<file path="src/rtl/core/osen_pkg.sv">
// ----------------------------------------------------------------------------
// osen_pkg
// Shared types, codes and helpers of the ordered subset enumerator.
// ----------------------------------------------------------------------------
package osen_pkg;

	localparam int MAX_ENTRIES_DEF = 8;
	localparam int VALUE_SPACE_DEF = 32;

	localparam int REQ_TYPE_W   = 2;
	localparam int READ_IDX_W   = 3;
	localparam int COUNT_W      = 4;
	localparam int ENTRY_W      = 5;
	localparam int MASK_W       = 32;
	localparam int VCOUNT_W     = 6;
	localparam int SLIMIT_W     = 4;
	localparam int CFG_IDX_W    = 1;
	localparam int CFG_DATA_W   = 6;
	localparam int EFF_W        = 7;
	localparam int CAP_W        = 5;

	localparam logic [CFG_IDX_W-1:0] CFG_VALUE_COUNT = 1'b0;
	localparam logic [CFG_IDX_W-1:0] CFG_SIZE_LIMIT  = 1'b1;

	typedef enum logic [REQ_TYPE_W-1:0] {
		REQ_RESTART,
		REQ_STEP,
		REQ_SKIP,
		REQ_READ
	} req_t;

	typedef enum logic [2:0] {
		ST_IDLE,
		ST_EXEC,
		ST_POP,
		ST_READ,
		ST_RESP
	} state_t;

	typedef enum logic [2:0] {
		ACT_NONE,
		ACT_RESTART,
		ACT_APPEND,
		ACT_INC,
		ACT_POP
	} act_t;

	typedef struct packed {
		logic fits;
		logic room;
	} alu_flags_t;

	function automatic logic [MASK_W-1:0] mask_bit(input logic [EFF_W-1:0] v);
		logic [MASK_W-1:0] m;
		m = '0;
		if (v < EFF_W'(MASK_W)) begin
			m = MASK_W'(1) << v[4:0];
		end
		return m;
	endfunction

endpackage

</file>
<file path="src/rtl/core/osen_if.sv">
// ----------------------------------------------------------------------------
// osen_if
// Request and response channels of the ordered subset enumerator.
// ----------------------------------------------------------------------------
interface osen_req_if;
	logic                             valid;
	logic                             ready;
	logic [osen_pkg::REQ_TYPE_W-1:0]  req_type;
	logic [osen_pkg::READ_IDX_W-1:0]  read_index;

	modport source (output valid, req_type, read_index, input ready);
	modport sink   (input valid, req_type, read_index, output ready);
endinterface

interface osen_rsp_if;
	logic                          valid;
	logic                          ready;
	logic                          advanced;
	logic [osen_pkg::COUNT_W-1:0]  subset_count;
	logic [osen_pkg::ENTRY_W-1:0]  entry_value;
	logic                          entry_valid;
	logic [osen_pkg::MASK_W-1:0]   member_mask;

	modport source (output valid, advanced, subset_count, entry_value, entry_valid,
		member_mask, input ready);
	modport sink   (input valid, advanced, subset_count, entry_value, entry_valid,
		member_mask, output ready);
endinterface

</file>
<file path="src/rtl/core/osen_store.sv">
// ----------------------------------------------------------------------------
// osen_store
// Entry memory: one write port, one registered read port.
// ----------------------------------------------------------------------------
module osen_store #(
	parameter int DEPTH = 8,
	parameter int WIDTH = 5,
	parameter int AW    = 3
) (
	input  logic             clk,
	input  logic             we,
	input  logic [AW-1:0]    waddr,
	input  logic [WIDTH-1:0] wdata,
	input  logic [AW-1:0]    raddr,
	output logic [WIDTH-1:0] rdata
);

	logic [WIDTH-1:0] mem [DEPTH];
	logic [WIDTH-1:0] rdata_q;

	always_ff @(posedge clk) begin
		if (we) begin
			mem[waddr] <= wdata;
		end
		rdata_q <= mem[raddr];
	end

	assign rdata = rdata_q;

endmodule

</file>
<file path="src/rtl/core/osen_alu.sv">
// ----------------------------------------------------------------------------
// osen_alu
// Shared increment and compare unit: next value, range fit, room to append.
// ----------------------------------------------------------------------------
module osen_alu #(
	parameter int VW = 5,
	parameter int CW = 4
) (
	input  logic [VW-1:0]                 cur,
	input  logic [osen_pkg::EFF_W-1:0]    eff,
	input  logic [CW-1:0]                 live,
	input  logic [osen_pkg::CAP_W-1:0]    cap,
	output logic [VW-1:0]                 nxt,
	output osen_pkg::alu_flags_t          flags
);
	import osen_pkg::*;

	logic [VW:0] sum;

	always_comb begin
		sum        = (VW+1)'(cur) + (VW+1)'(1);
		nxt        = sum[VW-1:0];
		flags.fits = EFF_W'(sum) < eff;
		flags.room = CAP_W'(live) < cap;
	end

endmodule

</file>
<file path="src/rtl/core/ordered_subset_enumerator_core.sv">
// Sequence: restart, read and a step or skip that appends or increments pass EXEC, READ
// and RESP, and the result is registered on leaving RESP; each popped entry adds a pass
// through POP, except the pop that empties the subset.
// Requests do not overlap: the sequencer walks EXEC, POP, READ and RESP before it takes
// the next request; a waiting result holds RESP and the input.
// Reset: empty subset, value_count 0, size_limit 1, no result pending; the entry
// store is not cleared.
// ----------------------------------------------------------------------------
// ordered_subset_enumerator_core
// Lexicographic walk over increasing subsets under a small sequencer.
// ----------------------------------------------------------------------------
module ordered_subset_enumerator_core #(
	parameter int MAX_ENTRIES = osen_pkg::MAX_ENTRIES_DEF,
	parameter int VALUE_SPACE = osen_pkg::VALUE_SPACE_DEF
) (
	input  logic                               clk,
	input  logic                               arst_n,
	osen_req_if.sink                           req,
	osen_rsp_if.source                         rsp,
	input  logic                               cfg_wr_en,
	input  logic [osen_pkg::CFG_IDX_W-1:0]     cfg_index,
	input  logic [osen_pkg::CFG_DATA_W-1:0]    cfg_data
);
	import osen_pkg::*;

	localparam int VW = $clog2(VALUE_SPACE);
	localparam int CW = $clog2(MAX_ENTRIES + 1);
	localparam int AW = (MAX_ENTRIES > 1) ? $clog2(MAX_ENTRIES) : 1;

	state_t                state_q, state_d;
	act_t                  act;
	req_t                  req_q;
	logic [READ_IDX_W-1:0] idx_q;
	logic                  ok_q, ok_d;
	logic [CW-1:0]         live_q, live_d;
	logic [MASK_W-1:0]     mask_q, mask_d;
	logic [VCOUNT_W-1:0]   value_count_q;
	logic [SLIMIT_W-1:0]   size_limit_q;

	logic                  out_valid_q;
	logic                  out_adv_q;
	logic [COUNT_W-1:0]    out_count_q;
	logic [ENTRY_W-1:0]    out_value_q;
	logic                  out_evalid_q;
	logic [MASK_W-1:0]     out_mask_q;

	logic                  we;
	logic [AW-1:0]         waddr, raddr;
	logic [VW-1:0]         wdata, rdata, nxt;
	logic [EFF_W-1:0]      eff;
	logic [CAP_W-1:0]      cap;
	alu_flags_t            flags;
	logic                  live_zero, over_limit, restart_ok, out_free, idx_valid;
	act_t                  skip_act;

	osen_store #(.DEPTH(MAX_ENTRIES), .WIDTH(VW), .AW(AW)) u_store (
		.clk  (clk),
		.we   (we),
		.waddr(waddr),
		.wdata(wdata),
		.raddr(raddr),
		.rdata(rdata)
	);

	osen_alu #(.VW(VW), .CW(CW)) u_alu (
		.cur  (rdata),
		.eff  (eff),
		.live (live_q),
		.cap  (cap),
		.nxt  (nxt),
		.flags(flags)
	);

	always_comb begin
		eff = (EFF_W'(value_count_q) > EFF_W'(VALUE_SPACE)) ? EFF_W'(VALUE_SPACE)
			: EFF_W'(value_count_q);
		cap = (CAP_W'(size_limit_q) > CAP_W'(MAX_ENTRIES)) ? CAP_W'(MAX_ENTRIES)
			: CAP_W'(size_limit_q);
		live_zero  = (live_q == '0);
		over_limit = CAP_W'(live_q) > CAP_W'(size_limit_q);
		restart_ok = (size_limit_q != '0) && (CAP_W'(size_limit_q) <= CAP_W'(MAX_ENTRIES));
		out_free   = !out_valid_q || rsp.ready;
		idx_valid  = CAP_W'(idx_q) < CAP_W'(live_q);
		skip_act   = flags.fits ? ACT_INC : ACT_POP;
	end

	always_comb begin
		act = ACT_NONE;
		case (state_q)
			ST_EXEC: begin
				case (req_q)
					REQ_RESTART: act = restart_ok ? ACT_RESTART : ACT_NONE;
					REQ_STEP: begin
						if (live_zero || over_limit) begin
							act = ACT_NONE;
						end else if (flags.fits && flags.room) begin
							act = ACT_APPEND;
						end else begin
							act = skip_act;
						end
					end
					REQ_SKIP: act = live_zero ? ACT_NONE : skip_act;
					default:  act = ACT_NONE;
				endcase
			end
			ST_POP:  act = skip_act;
			default: act = ACT_NONE;
		endcase
	end

	always_comb begin
		state_d = state_q;
		case (state_q)
			ST_IDLE: begin
				if (req.valid) begin
					state_d = ST_EXEC;
				end
			end
			ST_EXEC, ST_POP: begin
				if (act == ACT_POP && live_q != CW'(1)) begin
					state_d = ST_POP;
				end else begin
					state_d = ST_READ;
				end
			end
			ST_READ: state_d = ST_RESP;
			ST_RESP: begin
				if (out_free) begin
					state_d = ST_IDLE;
				end
			end
			default: state_d = ST_IDLE;
		endcase
	end

	always_comb begin
		we     = 1'b0;
		waddr  = '0;
		wdata  = nxt;
		live_d = live_q;
		mask_d = mask_q;
		ok_d   = act inside {ACT_RESTART, ACT_APPEND, ACT_INC};
		raddr  = AW'(idx_q);
		case (act)
			ACT_RESTART: begin
				we     = 1'b1;
				wdata  = '0;
				live_d = CW'(1);
				mask_d = MASK_W'(1);
			end
			ACT_APPEND: begin
				we     = 1'b1;
				waddr  = AW'(live_q);
				live_d = live_q + CW'(1);
				mask_d = mask_q | mask_bit(EFF_W'(nxt));
			end
			ACT_INC: begin
				we     = 1'b1;
				waddr  = AW'(live_q - CW'(1));
				mask_d = (mask_q & ~mask_bit(EFF_W'(rdata))) | mask_bit(EFF_W'(nxt));
			end
			ACT_POP: begin
				live_d = live_q - CW'(1);
				mask_d = mask_q & ~mask_bit(EFF_W'(rdata));
			end
			default: begin
				we = 1'b0;
			end
		endcase
		case (state_q)
			ST_IDLE:         raddr = AW'(live_q - CW'(1));
			ST_EXEC, ST_POP: raddr = AW'(live_q - CW'(2));
			default:         raddr = AW'(idx_q);
		endcase
	end

	always_ff @(posedge clk or negedge arst_n) begin
		if (!arst_n) begin
			state_q       <= ST_IDLE;
			live_q        <= '0;
			mask_q        <= '0;
			value_count_q <= '0;
			size_limit_q  <= SLIMIT_W'(1);
			out_valid_q   <= 1'b0;
		end else begin
			state_q <= state_d;
			live_q  <= live_d;
			mask_q  <= mask_d;
			if (cfg_wr_en) begin
				case (cfg_index)
					CFG_VALUE_COUNT: value_count_q <= cfg_data[VCOUNT_W-1:0];
					CFG_SIZE_LIMIT:  size_limit_q  <= cfg_data[SLIMIT_W-1:0];
					default:         value_count_q <= value_count_q;
				endcase
			end
			if (state_q == ST_RESP && out_free) begin
				out_valid_q <= 1'b1;
			end else if (rsp.ready) begin
				out_valid_q <= 1'b0;
			end
		end
	end

	always_ff @(posedge clk) begin
		if (state_q == ST_IDLE && req.valid) begin
			req_q <= req_t'(req.req_type);
			idx_q <= req.read_index;
		end
		if (state_q == ST_EXEC || state_q == ST_POP) begin
			ok_q <= ok_d;
		end
		if (state_q == ST_RESP && out_free) begin
			out_adv_q    <= ok_q;
			out_count_q  <= COUNT_W'(live_q);
			out_evalid_q <= idx_valid;
			out_value_q  <= idx_valid ? ENTRY_W'(rdata) : '0;
			out_mask_q   <= mask_q;
		end
	end

	assign req.ready        = (state_q == ST_IDLE);
	assign rsp.valid        = out_valid_q;
	assign rsp.advanced     = out_adv_q;
	assign rsp.subset_count = out_count_q;
	assign rsp.entry_value  = out_value_q;
	assign rsp.entry_valid  = out_evalid_q;
	assign rsp.member_mask  = out_mask_q;

`ifndef SYNTHESIS
	a_live_bound: assert property (@(posedge clk) disable iff (!arst_n)
		CAP_W'(live_q) <= CAP_W'(MAX_ENTRIES))
		else $error("subset size above store depth");

	a_mask_matches: assert property (@(posedge clk) disable iff (!arst_n)
		(state_q == ST_IDLE && VALUE_SPACE <= MASK_W) |-> $countones(mask_q) == int'(live_q))
		else $error("member mask out of step with subset size");

	a_pop_nonempty: assert property (@(posedge clk) disable iff (!arst_n)
		state_q == ST_POP |-> live_q != '0)
		else $error("pop on empty subset");

	a_adv_nonempty: assert property (@(posedge clk) disable iff (!arst_n)
		(rsp.valid && rsp.advanced) |-> rsp.subset_count != '0)
		else $error("successful request left an empty subset");
`endif

endmodule
</file>
<file path="src/flat_wrapper.sv">
// flat-port wrapper written by rule: the top's interface ports become plain ports
module ordered_subset_enumerator_core_flat import osen_pkg::*;
#(
	parameter int MAX_ENTRIES = osen_pkg::MAX_ENTRIES_DEF,
	parameter int VALUE_SPACE = osen_pkg::VALUE_SPACE_DEF
)
  (clk, arst_n, cfg_wr_en, cfg_index, cfg_data, req_valid, req_req_type, req_read_index, req_ready, rsp_valid, rsp_advanced, rsp_subset_count, rsp_entry_value, rsp_entry_valid, rsp_member_mask, rsp_ready);
  osen_req_if req_i ();
  osen_rsp_if rsp_i ();
  input  logic clk;
  input  logic arst_n;
  input  logic cfg_wr_en;
  input  logic [osen_pkg::CFG_IDX_W-1:0] cfg_index;
  input  logic [osen_pkg::CFG_DATA_W-1:0] cfg_data;
  input wire logic [$bits(req_i.valid)-1:0] req_valid;
  input wire logic [$bits(req_i.req_type)-1:0] req_req_type;
  input wire logic [$bits(req_i.read_index)-1:0] req_read_index;
  output wire logic [$bits(req_i.ready)-1:0] req_ready;
  output wire logic [$bits(rsp_i.valid)-1:0] rsp_valid;
  output wire logic [$bits(rsp_i.advanced)-1:0] rsp_advanced;
  output wire logic [$bits(rsp_i.subset_count)-1:0] rsp_subset_count;
  output wire logic [$bits(rsp_i.entry_value)-1:0] rsp_entry_value;
  output wire logic [$bits(rsp_i.entry_valid)-1:0] rsp_entry_valid;
  output wire logic [$bits(rsp_i.member_mask)-1:0] rsp_member_mask;
  input wire logic [$bits(rsp_i.ready)-1:0] rsp_ready;
  assign req_i.valid = req_valid;
  assign req_i.req_type = req_req_type;
  assign req_i.read_index = req_read_index;
  assign req_ready = req_i.ready;
  assign rsp_valid = rsp_i.valid;
  assign rsp_advanced = rsp_i.advanced;
  assign rsp_subset_count = rsp_i.subset_count;
  assign rsp_entry_value = rsp_i.entry_value;
  assign rsp_entry_valid = rsp_i.entry_valid;
  assign rsp_member_mask = rsp_i.member_mask;
  assign rsp_i.ready = rsp_ready;
  ordered_subset_enumerator_core #(.MAX_ENTRIES(MAX_ENTRIES), .VALUE_SPACE(VALUE_SPACE)) u_core (.clk(clk), .arst_n(arst_n), .req(req_i), .rsp(rsp_i), .cfg_wr_en(cfg_wr_en), .cfg_index(cfg_index), .cfg_data(cfg_data));
endmodule
</file>
<file path="config.mk">
export PLATFORM = sky130hd
export DESIGN_NAME = ordered_subset_enumerator_core_flat
export DESIGN_NICKNAME = d
export VERILOG_FILES = /design/src/rtl/core/osen_pkg.sv /design/src/rtl/core/osen_if.sv /design/src/rtl/core/osen_store.sv /design/src/rtl/core/osen_alu.sv /design/src/rtl/core/ordered_subset_enumerator_core.sv /design/src/flat_wrapper.sv
export SDC_FILE = /design/constraint.sdc
export NUM_CORES = 1
export LEC_CHECK = 0
export BUFFER_PORTS_ARGS = -buffer_cell sky130_fd_sc_hd__buf_2
export CAP_MARGIN = 20
export CORE_MARGIN = 2
export CORE_UTILIZATION = 40
export CTS_BUF_LIST = sky130_fd_sc_hd__clkbuf_8
export CTS_CLUSTER_DIAMETER = 50
export DETAILED_ROUTE_END_ITERATION = 8
export SYNTH_ARGS = -nofsm -noshare
export SYNTH_HDL_FRONTEND = slang
export SYNTH_SLANG_ARGS = --single-unit
</file>
<file path="constraint.sdc">
create_clock -name clk -period 7.9 [get_ports clk]
set_input_delay 0.395 -clock clk [delete_from_list [all_inputs] [get_ports clk]]
set_output_delay 0.395 -clock clk [all_outputs]
set_load 0.03 [all_outputs]
</file>
### Word-level counts from Yosys, hierarchy flattened

Memory sizes are Yosys's and may differ from the RTL's. A register that Yosys moved wholly into a read port is not among the register bits.
Index checks and enable logic that the tools add are counted.

| cells by class | value |
|---|---|
| equal/unequal tests | 13 |
| muxes and demuxes | 27 |
| $add $sub $neg | 4 |
| $lt $le $gt $ge | 7 |
| bitwise logic cells | 7 |
| reductions and logical operators | 22 |
| shift operators | 2 |

Operators with widths:

| kind | number |
|---|---|
| two-way mux 32 bit | 4 |
| case mux 32 bit (4 select lines) | 1 |
| bitwise AND 32 bit | 2 |
| NOT 32 bit | 2 |
| bitwise OR 32 bit | 2 |
| << shifter 1 x 5 -> 32 bit (first input constant) | 2 |
| two-way mux 3 bit | 6 |
| case mux 3 bit (2 select lines) | 3 |
| == test 3 x 2 -> 1 bit (second input constant) | 4 |
| case mux 3 bit (4 select lines) | 1 |
| case mux 4 bit (3 select lines) | 1 |
| case mux 3 bit (3 select lines) | 1 |
| nonzero test 4 bit | 2 |
| less-than comparator 6 x 7 -> 1 bit | 1 |
| two-way mux 1 bit | 7 |
| adder 5 x 1 -> 6 bit (second input constant) | 1 |
| == test 3 x 1 -> 1 bit (second input constant) | 2 |
| == test 3 bit (second input constant) | 2 |
| > comparator 6 bit (second input constant) | 1 |
| two-way mux 6 bit | 1 |
| AND reduction 2 bit | 3 |
| nonzero test 3 bit | 2 |
| logical AND 1 bit | 5 |
| two-way mux 5 bit | 1 |
| 23 further kinds | 25 |

| word-level totals | value |
|---|---|
| word-level logic and storage cells | 97 |
| output and inout port bits | 45 |
| memories | 1 |
| flip-flop bits (word level) | 99 |
| bits in writable memories | 40 |

Memory list:

| name | words | width | rd ports | clocked after memory_dff | write ports | RTL line | text |
|---|---|---|---|---|---|---|---|
| u_core.u_store.mem | 8 | 5 | 1 | 1 | 1 | osen_store.sv:18 | `logic [WIDTH-1:0] mem [DEPTH];` |

### Depth between registers and ports, before layout

Gate-level depths: netlist (run 1).

| logic depth | value |
|---|---|
| word-level depth | 14 |
| mapped depth | 13 |

### Cells and area by module

A second synthesis (run 1) with hierarchy kept.

| second synthesis, totals | value |
|---|---|
| cell total of the unflattened synthesis | 511 |
| area, all modules | 6,603.8 um^2 |

By module, submodules not included:

| module | instances | cells each | seq. area each (um^2) | area an instance (um^2) |
|---|---|---|---|---|
| ordered_subset_enumerator_core | 1 | 397 | 2,723.9 | 4,625.7 |
| osen_store | 1 | 75 | 1,301.2 | 1,694.1 |
| osen_alu | 1 | 39 | 0.0 | 284.0 |

### Worst setup path before layout (run 1)

No wires, ideal clock.

| timing | value |
|---|---|
| kind | reg-to-reg |
| start | register u_core.u_store.rdata_q[2] (netlist: u_core.u_store.rdata[2]), read port of u_core.u_store.mem |
| end | memory u_core.u_store.mem[6][0], enable pin |
| required time | 7.525 ns |
| slack | 4.415 ns |
| path buffers | 2 |
| library setup time | 0.375 ns |
| data arrival time | 3.110 ns |
| cell stages (with the launch flop) | 14 |
| path through | dfxtp_1 -> clkbuf_1 -> inv_1 -> ha_1 -> inv_1 -> ha_1 -> a21oi_1 -> o21ai_0 -> a21oi_1 -> o211a_1 -> buf_4 -> a21oi_1 -> a21oi_1 -> nor3b_1 |

| on the way | value |
|---|---|
| word-level cells in the longest chain between the ends | 12 |

Ends and longest elaborated chain:

| what | RTL line | text |
|---|---|---|
| start, declared | osen_store.sv:19 | `logic [WIDTH-1:0] rdata_q;` |
| adder 5 x 1 -> 6 bit * | osen_alu.sv:21 | `sum = (VW+1)'(cur) + (VW+1)'(1);` |
| less-than comparator 6 x 7 -> 1 bit * | osen_alu.sv:23 | `flags.fits = EFF_W'(sum) < eff;` |
| two-way mux 3 bit / logical AND 1 bit (equally long branches) | ordered_subset_enumerator_core.sv:84, ordered_subset_enumerator_core.sv:96 |  |
| two-way mux 3 bit | ordered_subset_enumerator_core.sv:96 | `end else if (flags.fits && flags.room) begin` |
| two-way mux 3 bit | ordered_subset_enumerator_core.sv:94 | `if (live_zero \|\| over_limit) begin` |
| case mux 3 bit (3 select lines) | ordered_subset_enumerator_core.sv:91 | `case (req_q)` |
| case mux 3 bit (2 select lines) * | ordered_subset_enumerator_core.sv:89 | `case (state_q)` |
| == test 3 x 2 -> 1 bit / == test 3 x 1 -> 1 bit (equally long branches) | ordered_subset_enumerator_core.sv:144 | `case (act)` |
| OR reduction 3 bit (no line) | - |  |
| two-way mux 1 bit | ordered_subset_enumerator_core.sv:144 |  |
| two-way mux 1 bit | osen_store.sv:22 | `if (we) begin` |
| two-way mux 1 bit (not written as such) | osen_store.sv:23 | `mem[waddr] <= wdata;` |
| end, declared | osen_store.sv:18 |  |

Mark *: on every way between the ends. The rest lies on a longest branch, timed or not.

### Worst setup path after layout (run 1)

| timing | value |
|---|---|
| start | register u_core.u_store.rdata_q[0] (netlist: u_core.u_store.rdata[0]), read port of u_core.u_store.mem |
| end | memory u_core.u_store.mem[6][4], enable pin |

Same word-level chain as after synthesis.

==> reports/qor.yml, run 1 <==
status: "completed"
peakVddDrop_v: 0.000195
wl_um: 14200
cp_max_fo: 11
synth_fp_nets: 581
max_cap_violations: 0
rows: 46
fmax_mhz: 240
ctsResizeCount: 0
synth_edf_count: 89
dieHeight_um: 132
yosysWarnings: 0
critical_path.cell_chain: "ha_1 -> nand3_1 -> xor2_1 -> inv_1 -> ha_1 -> a21o_1 -> a21o_1 -> a21oi_1 -> o211a_1 -> a21oi_1 -> a21oi_1 -> nor3b_1"
utilization_pct: 47.5
min_period_ns: 4.18
netlist_instances: 536
r2r_slack_ns: 3.72
cts_hold_buffers: 0
clockBufferDepth: 2
grt_pass1_vias: 4427
area_delta_synth_final_pct: 15.1
async_reset_ff_share_pct: 34.7
post-dp-hpwl_um: 9940
grt_pass1_wl_um: 23300
gp_congestion: 0.896
cts_setup_buffers: 0
root_buffer: "clkbuf_8"
fill_cells: 1485
preCtsSetupSlack_ns: 3.80
crit_arrival_ns: 4.26
die_area_um2: 17500
p_leak_nw: 3.12
finalCritPeriodShare_pct: 52.9
synth_cell_types: 61
crit_required_ns: 7.99
grt_max_degree: 51
placedCellCount: 794
drc: 0
tns_ns: 0
cts_tree: "done"
grt-ovfl-total: 0
hold_viol: 0
htreeDepth: 4
crit_slowest_cell: "nor3b_1"
coreArea_um2: 16000
port_buffers: 61
synth.cell_area_um2: 6600
slew_viol_final: 0
cp_slowest_stage_delay_ns: 0.67
rsz0062_at_grt: "no"
p_per_area_nw_per_um2: 452
ant_nets: 0
drt_pass1_iterations: 5
hold_class: "in -> async"
skew_ns: 0.0118
clkTransAtPathRegs_ns: 0.08
drt-initial-drc-count: 468
cts.sinks: 144
ys_ff_latch: 144
setup_viol: 0
crit_path_end_kind: "register"
start_util_pct: 41.3
antennaDiodeCount: 0
cts_buffers: 17
drive_above_1_share_pct: 19.8
ios: 62
critical_path_class: "reg -> reg"
antenna_found_initial: 0
wl_per_cell_um: 17.1
start_kind: "register"
power.total_w: 0.00343
globalRouteTotalUtil_pct: 17.0
die_x_um: 132
via_per_inst: 5.34
setup_slack_ns: 3.72
fin_cells: 826
maxSlewHeadroom_pct: 32.5
path_common_cell: "a21oi_1"
synthFlopType: "edfxtp_1"
clk_latency_ns: 0.46
num_vias: 4414
avgSynthCellArea_um2: 12.3
worst_pin_slew_ns: 1.01
final_net_count: 642
seq_area_frac_synth_pct: 61.0
==> metrics by stage <==
step	hold slack [ns]	area, um2
finish	0.0336	7600
global placement	0.418	7090
floorplan	0.0994	6600
global route	0.0930	7600
detailed placement	0.416	7090
CTS	0.0659	7600
==> logic make-up (layout without fill, tap and decap cells) <==
logic type	Yosys count	count (layout)	synth area share, %
DFF	144	144	61.0
AOI/OAI and AO/OA	137	137	13.4
and+or+nand+nor	137	137	10.0
muxes	44	44	6.94
buffers and inverters	43	117	2.98
adders and majority gates	28	28	5.31
xor gates and xnor gates	3	3	0.398
==> final timing paths <==
| kind | end | startpoint | cells after the start |
|---|---|---|---|
| hold / removal | u_core.state_q[0] | arst_n | 2 |
| min in group clk | u_core.req_q[1] | req_req_type[1] | 1 |
| max in group asynchronous | u_core.mask_q[28] | arst_n | 2 |
| setup / recovery | u_core.u_store.mem[6][4] | u_core.u_store.rdata[0] | 12 |
| hold reg to reg | u_core.rsp.advanced | u_core.ok_q | 0 |
| setup reg to reg | u_core.u_store.mem[6][4] | u_core.u_store.rdata[0] | 12 |
==> power breakdown <==
part / leakage, nW / internal (W) / total [W] / switching [W]
Combinational: 1.35 / 0.000512 / 0.00150 / 0.000988
Clock: 0.260 / 0.000453 / 0.000724 / 0.000270
Sequential: 1.52 / 0.00107 / 0.00121 / 0.000141
Total: 3.12 / 0.00203 / 0.00343 / 0.00140
==> synthesized netlist by cell type (3+ instances only) <==
| master | n | area share (%) |
|---|---|---|
| nor3_1 | 8 | 0.61 |
| nand2b_1 | 8 | 0.76 |
| inv_1 | 19 | 1.1 |
| o21a_1 | 3 | 0.34 |
| and2_1 | 4 | 0.38 |
| o21ai_1 | 14 | 1.1 |
| dfrtp_1 | 49 | 19 |
| a21o_1 | 3 | 0.34 |
| nand2_1 | 40 | 2.3 |
| mux2_2 | 14 | 2.4 |
| a21oi_1 | 27 | 2.0 |
| mux2i_1 | 30 | 4.5 |
| nand3_1 | 11 | 0.83 |
| nor2_1 | 38 | 2.2 |
| clkbuf_1 | 12 | 0.68 |
| a31oi_1 | 14 | 1.3 |
| edfxtp_1 | 89 | 40 |
| o21ai_0 | 42 | 3.2 |
| nor2b_1 | 8 | 0.76 |
| buf_6 | 3 | 0.51 |
| and3_1 | 3 | 0.28 |
| ha_1 | 28 | 5.3 |
| buf_2 | 7 | 0.53 |
| a32o_1 | 9 | 1.4 |
| dfxtp_1 | 5 | 1.5 |
| nor4_1 | 5 | 0.47 |
==> layout make-up <==
cell class	instances	area, um2	area share [%]
flip-flops and latches	144	4030	53.0
multi-input cells	349	2390	31.4
repair buffers	65	335	4.41
well taps	216	270	3.56
clock buffers	19	262	3.44
clock inverters	13	243	3.19
inverters	20	75.1	0.988
==> worst max-delay path, delay by kind of cell (launching register included) <==
kind | cells | cell delay [ns]
compound gates | 6 | 1.55
flops | 1 | 0.46
fa+ha+maj | 2 | 0.57
xor+xnor | 1 | 0.32
buf+inv | 1 | 0.13
simple gates | 2 | 0.78
==> sequential cells by signal (all words and copies together) (netlist names) <==
| name | count |
|---|---|
| u_core.rsp.entry_value | 5 |
| u_core.mask_q | 32 |
| u_core.u_store.rdata | 5 |
| u_core.req_q | 2 |
| u_core.rsp.subset_count | 4 |
| u_core.state_q | 3 |
| u_core.rsp.entry_valid | 1 |
| u_core.rsp.valid | 1 |
| u_core.live_q | 4 |
| u_core.u_store.mem | 40 |
| u_core.rsp.advanced | 1 |
| u_core.rsp.member_mask | 32 |
| u_core.size_limit_q | 4 |
| u_core.ok_q | 1 |
| u_core.value_count_q | 6 |
| u_core.idx_q | 3 |
==> layer usage <==
layer / up-vias / track usage (%) / share of wire (%)
met5: - / 0 / 0
met2: 139 / 28.1 / 49
met4: 0 / 7.05 / 1.8
met3: 26 / 3.91 / 5.4
met1: 2133 / 21.7 / 44
li1: 2116 / - / -
==> layout by cell type, fill, tap and decap left out, types with 9 or more instances in the layout <==
cell	instances
edfxtp_1	89
buf_2	61
dfrtp_1	49
o21ai_0	42
nand2_1	40
nor2_1	38
mux2i_1	30
ha_1	28
a21oi_1	26
inv_1	22
clkbuf_8	19
mux2_2	14
a31oi_1	14
o21ai_1	13
nand3_1	11
a32o_1	9
Note: power is estimated with default switching activity, not from simulation.
==> run 2: changes to the inputs <==
- ABC_AREA: unset -> 1
- clock period: 7.9 -> 3.4 ns (I/O delays scaled with it)
==> run 2 against run 1 <==
Critical endpoint is now u_core.u_store.mem[5][3]. Critical path depth rose by 6. Design area is 5.5% higher. Count of clock-buffer cells in the layout unchanged. First-iteration DRC count fell by 22%. Sequential share of layout area is 2.7 points lower. Clock skew increased by 0.0014 ns. Non-clock buffer count grew 27. Global-route usage up 0.33 points.
==> reports/qor.yml, run 2 <==
status: "completed"
seq_area_frac_synth_pct: 59.1  # -1.9 points
fill_cells: 1549  # +4.3%
clk_latency_ns: 0.45  # about the same
start_util_pct: 40.9  # -0.31 points
skew_ns: 0.0131  # +0.00138 ns
grt_pass1_wl_um: 24500  # +5.3%
synth-xor-area-share_pct: 0.643  # +0.24 points
clkTransAtPathRegs_ns: 0.08  # about the same
coreArea_um2: 16600  # +4.0%
grt_max_degree: 41  # -20%
ys_ff_latch: 144  # unchanged
synth-compound-area-share_pct: 6.48  # -6.9 points
synth_top_area_share_pct: 39.2  # -1.3 points
regMostFlops: "u_core.u_store.mem"
netlist.top_cell.by_area: "edfxtp_1"
grt-ovfl-total: 0  # unchanged
p_per_area_nw_per_um2: 1000  # +120%
netlist_instances: 707  # +32%
clockBufferDepth: 2  # unchanged
ys_top_cells_by_area: "edfxtp_1, dfrtp_1, nand2_1"
antenna_found_initial: 0  # unchanged
seqCellArea_um2: 4030  # about the same
synth_fp_nets: 752  # +29%
synthSimpleGateAreaFrac_pct: 22.8  # +13 points
crit_family: "simple AND/OR/NAND/NOR gates"
area_delta_synth_final_pct: 17.6
crit_arrival_ns: 3.35  # -0.91 ns
yosys-mux-area-fraction_pct: 0.165  # -6.8 points
ios: 62  # unchanged
cts.sinks: 144  # unchanged
drive_above_1_share_pct: 19.4  # -0.48 points
die_area_um2: 18100  # +3.1%
synth_cell_types: 43  # -30%
tns_ns: 0  # unchanged
slew_viol_final: 0  # unchanged
ant_nets: 0  # unchanged
globalRouteTotalUtil_pct: 17.4  # +0.33 points
p_leak_nw: 3.61  # +15%
die_x_um: 135  # +1.6%
fin_cells: 1026  # +24%
port_buffers: 61  # unchanged
hold_viol: 0  # unchanged
gp_congestion: 0.879  # -1.9%
async_reset_ff_share_pct: 34.7  # unchanged
drt-initial-drc-count: 364  # -22%
peakVddDrop_v: 0.000510  # +160%
ys_top_cells_by_count: "nand2_1, edfxtp_1, inv_1"
critical_path_class: "reg -> reg"
synth_top_family_by_area: "simple AND/OR/NAND/NOR gates"
wl_um: 14700  # +3.8%
fin_hold_ws_ns: 0.113  # +0.0798 ns
min_period_ns: 3.22  # -0.953 ns
synth.cell_area_um2: 6810  # +3.2%
multi_input_area_um2: 2430  # +1.9%
cp_slowest_stage_delay_ns: 0.41  # -0.26 ns
post-dp-hpwl_um: 10700  # +7.2%
largest_register_ffs: 40  # unchanged
placedCellCount: 980  # +23%
worst_pin_slew_ns: 1.05  # +0.0353 ns
path_buf_inv: 3  # +2
drc: 0  # unchanged
dieHeight_um: 135  # +1.6%
setup_viol: 0  # unchanged
root_buffer: "clkbuf_8"
hold_class: "in -> reg"
htreeDepth: 4  # unchanged
final_net_count: 838  # +31%
rsz0062_at_grt: "yes"
cts_tree: "done"
crit_slowest_cell: "dfxtp_1"
via_per_inst: 4.88  # -8.7%
wl_per_cell_um: 14.3  # -16%
drt_pass1_iterations: 6  # +1
path_common_cell: "nand2_1"
max_cap_violations: 0  # unchanged
critical_path.cell_chain: "ha_1 -> nand3_1 -> xor2_2 -> inv_2 -> ha_1 -> nand2_1 -> nand2_1 -> a21oi_1 -> nand2_2 -> o21ai_1 -> inv_2 -> nand2_1 -> nand2_1 -> nand2_1 -> nand3_1 -> nand2_1 -> inv_2 -> nor2_2"
synth_edf_count: 89  # unchanged
fmax_mhz: 310  # +30%
num_vias: 5008  # +13%
grt_pass1_vias: 5096  # +15%
yosysWarnings: 0  # unchanged
yosysMostFrequentCell: "nand2_1"
rows: 47  # +2.2%
utilization_pct: 48.1  # +0.66 points
maxSlewHeadroom_pct: 29.4  # -3.1 points
antennaDiodeCount: 0  # unchanged
synthAdderAreaFrac_pct: 5.14  # -0.17 points
avgSynthCellArea_um2: 9.64  # -22%
finalCritPeriodShare_pct: 94.8  # +42 points
cp_max_fo: 5  # -6
cts_buffers: 17  # unchanged
start_kind: "register"
crit_required_ns: 3.53  # -4.46 ns
crit_path_end_kind: "register"
layout.cells.most_common: "nand2_1"
synthFlopType: "edfxtp_1"
layout_common_cells: "nand2_1, edfxtp_1, buf_2"
-- run 2: cell count changes after synthesis, sizes merged, moves of 18 or more --
cell / previous run / this run
mux2i: 30 / 0
inv: 20 / 70
a21oi: 27 / 9
nand2: 40 / 232
nand3: 11 / 38
nand4: 2 / 30
-- run 2: layout make-up --
class / count / share of cell area (%)
multi-input combinational: 467 / 30.4
clock inverter: 13 / 2.11
tap: 220 / 3.44
clock buffer: 19 / 3.26
sequential: 144 / 50.2
timing repair buffer: 92 / 7.21
inverter: 71 / 3.36
-- run 2: kinds of logic (layout without fill, tap and decap cells) --
logic type	after synthesis	in the layout
adder cells (fa/ha/maj)	28	28
XOR/XNOR	5	5
flip-flops	144	144
multiplexers	1	1
AO/OA/AOI/OAI	72	72
AND/OR/NAND/NOR	361	361
buffers and inverters	96	195
-- run 2: worst paths after layout --
path | startpoint | to | slack, ns | cells past startpoint
worst max-delay path | u_core.u_store.rdata[0] | u_core.u_store.mem[5][3] | 0.18 | 18
max in group asynchronous | arst_n | u_core.size_limit_q[0] | 2.40 | 3
worst min-delay path | req_valid | u_core.state_q[0] | 0.11 | 4
worst max register to register | u_core.u_store.rdata[0] | u_core.u_store.mem[5][3] | 0.18 | 18
min in group asynchronous | arst_n | u_core.mask_q[15] | 0.18 | 2
worst min register to register | u_core.ok_q | u_core.rsp.advanced | 0.45 | 0
-- run 2: worst register-to-register path, cell delays in order (launching register included) --
cell	delay, ns
dfxtp_1	0.41
ha_1	0.23
nand3_1	0.13
xor2_2	0.18
inv_2	0.05
ha_1	0.30
nand2_1	0.06
nand2_1	0.05
a21oi_1	0.15
nand2_2	0.13
o21ai_1	0.19
inv_2	0.04
nand2_1	0.09
nand2_1	0.09
nand2_1	0.14
nand3_1	0.11
nand2_1	0.21
inv_2	0.11
nor2_2	0.26
-- run 2: power breakdown --
group          total, W  leakage, nW  internal, W  switching [W]
combinational   0.00386         1.86      0.00112        0.00274
sequential      0.00272         1.53      0.00250       0.000226
clock           0.00146        0.223     0.000827       0.000629
total           0.00804         3.61      0.00444        0.00359
-- run 2: timing repair --
| action | 4_1_cts | 5_1_grt |
|---|---|---|
| endpoints found under the hold margin | 31 | 0 |
| setup endpoints to repair | 0 | 40 |
| hold buffers | 13 | 0 |
| setup buffers | 0 | 0 |
| resized for setup | 0 | 8 |
-- run 2: routing by layer --
layer	GRT usage [%]	vias to the layer above	share of wire (%)
li1	-	2525	-
met1	21.0	2331	43
met2	29.6	127	50
met3	4.24	25	4.7
met4	7.54	0	2.1
met5	0	-	0
-- run 2: per-stage QoR --
| step | worst slack (ns) | instance area, um2 | total power (W) |
|---|---|---|---|
| finish | 0.177 | 8010 | 0.00804 |
| global route | -0.0542 | 8010 | 0.00869 |
| CTS | 0.0556 | 7980 | 0.00806 |
| detailed placement | 0.0800 | 7420 | 0.00658 |
| global placement | 0.191 | 7420 | 0.00648 |
| floorplan | 0.0759 | 6820 | 0.00551 |
==> run 3: changes to the inputs <==
- clock period: 3.4 -> 4 ns (I/O delays scaled with it)
==> run 3 against run 2 <==
Core utilization shrank 0.38 points. First-iteration DRC count rose by 0.55%. Non-clock buffer count down 7. Register-to-register slack improved by 0.34 ns. Clock skew rose by 0.00065 ns. Via count grew 0.64%. Worst setup slack improved by 0.34 ns. Wire length down 1.1%. Power fell by 15%. Design area down 0.78%. Global-route usage fell by 0.26 points. Critical path type unchanged. Critical endpoint is now u_core.u_store.mem[1][3]. Largest cell class unchanged. Largest power group unchanged.
==> reports/qor.yml, run 3 (same netlist as run 2, synthesis figures left out) <==
antenna_found_initial: 0  # unchanged
ant_nets: 0  # unchanged
cts.sinks: 144  # unchanged
wl_per_cell_um: 14.3  # -0.41%
min_period_ns: 3.48  # +0.257 ns
clockBufferDepth: 2  # unchanged
gp_congestion: 0.890  # +1.2%
drc: 0  # unchanged
tns_ns: 0  # unchanged
clkTransAtPathRegs_ns: 0.08  # about the same
cts_hold_buffers: 10  # -3
cts_setup_buffers: 0  # unchanged
largest_register_ffs: 40  # unchanged
setup_viol: 0  # unchanged
drt_pass1_iterations: 6  # unchanged
die_x_um: 135  # unchanged
grt_max_degree: 51  # +24%
fill_cells: 1619  # +4.5%
dieHeight_um: 135  # unchanged
maxSlewHeadroom_pct: 26.1  # -3.3 points
drive_above_1_share_pct: 18.0  # -1.3 points
via_per_inst: 4.95  # +1.3%
root_buffer: "clkbuf_8"
antennaDiodeCount: 0  # unchanged
layout.cells.most_common: "nand2_1"
hold_viol: 0  # unchanged
rsz0062_at_grt: "no"
clk_latency_ns: 0.45  # about the same
p_leak_nw: 3.57  # -1.1%
multi_input_area_um2: 2410  # -1.0%
status: "completed"
cp_max_fo: 14  # +9
area_delta_synth_final_pct: 16.7
globalRouteTotalUtil_pct: 17.1  # -0.26 points
peakVddDrop_v: 0.000412  # -19%
fin_hold_ws_ns: 0.0320  # -0.0814 ns
grt_pass1_vias: 4905  # -3.7%
drt-initial-drc-count: 366  # +0.55%
start_kind: "register"
die_area_um2: 18100  # unchanged
ctsResizeCount: 0  # unchanged
skew_ns: 0.0138  # +0.000645 ns
slew_viol_final: 0  # unchanged
rows: 47  # unchanged
ios: 62  # unchanged
final_cell_area_um2: 7950  # -0.78%
critical_path_class: "reg -> reg"
port_buffers: 61  # unchanged
worst_pin_slew_ns: 1.10  # +0.0483 ns
hold_class: "in -> reg"
crit_arrival_ns: 3.58  # +0.23 ns
grt_pass1_wl_um: 23900  # -2.4%
wl_um: 14500  # -1.1%
regMostFlops: "u_core.u_store.mem"
cts_tree: "done"
max_cap_violations: 0  # unchanged
crit_required_ns: 4.10  # +0.57 ns
coreArea_um2: 16600  # unchanged
p_per_area_nw_per_um2: 857  # -15%
seqCellArea_um2: 4030  # about the same
grt-ovfl-total: 0  # unchanged
final_net_count: 831  # -0.84%
start_util_pct: 40.9  # unchanged
fmax_mhz: 287  # -7.4%
r2r-start: "u_core.u_store.rdata[2]"
cp-startpoint: "u_core.u_store.rdata[2]"
cts_buffers: 17  # unchanged
crit_path_end_kind: "register"
htreeDepth: 4  # unchanged
layout_common_cells: "nand2_1, edfxtp_1, buf_2"
num_vias: 5040  # +0.64%
finalCritPeriodShare_pct: 87.0  # -7.8 points
post-dp-hpwl_um: 10300  # -3.4%
postPlaceCellArea_um2: 7380  # -0.51%
min_from: "cfg_data[3]"
[run 3: worst paths after layout]
path                                         endpoint  slack (ns)  cells past startpoint
min reg2reg                u_core.rsp.member_mask[13]        0.46                      0
max                          u_core.u_store.mem[1][3]        0.52                     20
min                           u_core.value_count_q[3]        0.03                      3
max reg2reg                  u_core.u_store.mem[1][3]        0.52                     20
min in group asynchronous           u_core.state_q[1]        0.39                      3
max in group asynchronous            u_core.mask_q[6]        3.13                      3
[run 3: worst max-delay path, cell delays in order (launching register included)]
cell     delay [ns]
dfxtp_1        0.49
inv_1          0.13
ha_1           0.29
buf_4          0.19
inv_1          0.08
ha_1           0.31
nand2_1        0.07
inv_1          0.03
nand2_1        0.05
nand2_1        0.04
nand2_1        0.06
nand2_2        0.10
o21ai_1        0.16
inv_2          0.04
nand2_1        0.10
nand2_1        0.09
nand2_1        0.14
nand3_1        0.10
nand2_1        0.21
inv_2          0.08
nor2_1         0.35
[run 3: through the flow]
stage | setup slack, ns | instances | total power [W] | util [%]
finish | 0.520 | 1019 | 0.00681 | 47.8
global route | 0.0946 | 1019 | 0.00735 | 47.8
CTS | 0.531 | 1018 | 0.00684 | 47.7
detailed placement | 0.556 | 976 | 0.00554 | 44.4
global placement | 0.678 | 976 | 0.00550 | 44.4
floorplan | 0.575 | 707 | 0.00468 | -
[run 3: layer usage]
metal  wire [um]  track usage (%)  share of wire [%]
met5           0                0                  0
met4         278             6.90                1.9
met3         715             4.39                4.9
met2        7180             28.4                 49
met1        6360             21.5                 44
[run 3: power breakdown]
part           internal [W]  switching (W)
combinational      0.000913        0.00229
clock              0.000738       0.000548
sequential          0.00212       0.000204
[run 3: final cells by class]
cell class	instances	area share, %
clock buffers	17	2.94
clock inverters	15	2.71
inverters	71	3.38
well taps	220	3.46
flip-flops and latches	144	50.6
multi-input cells	467	30.3
repair buffers	85	6.58
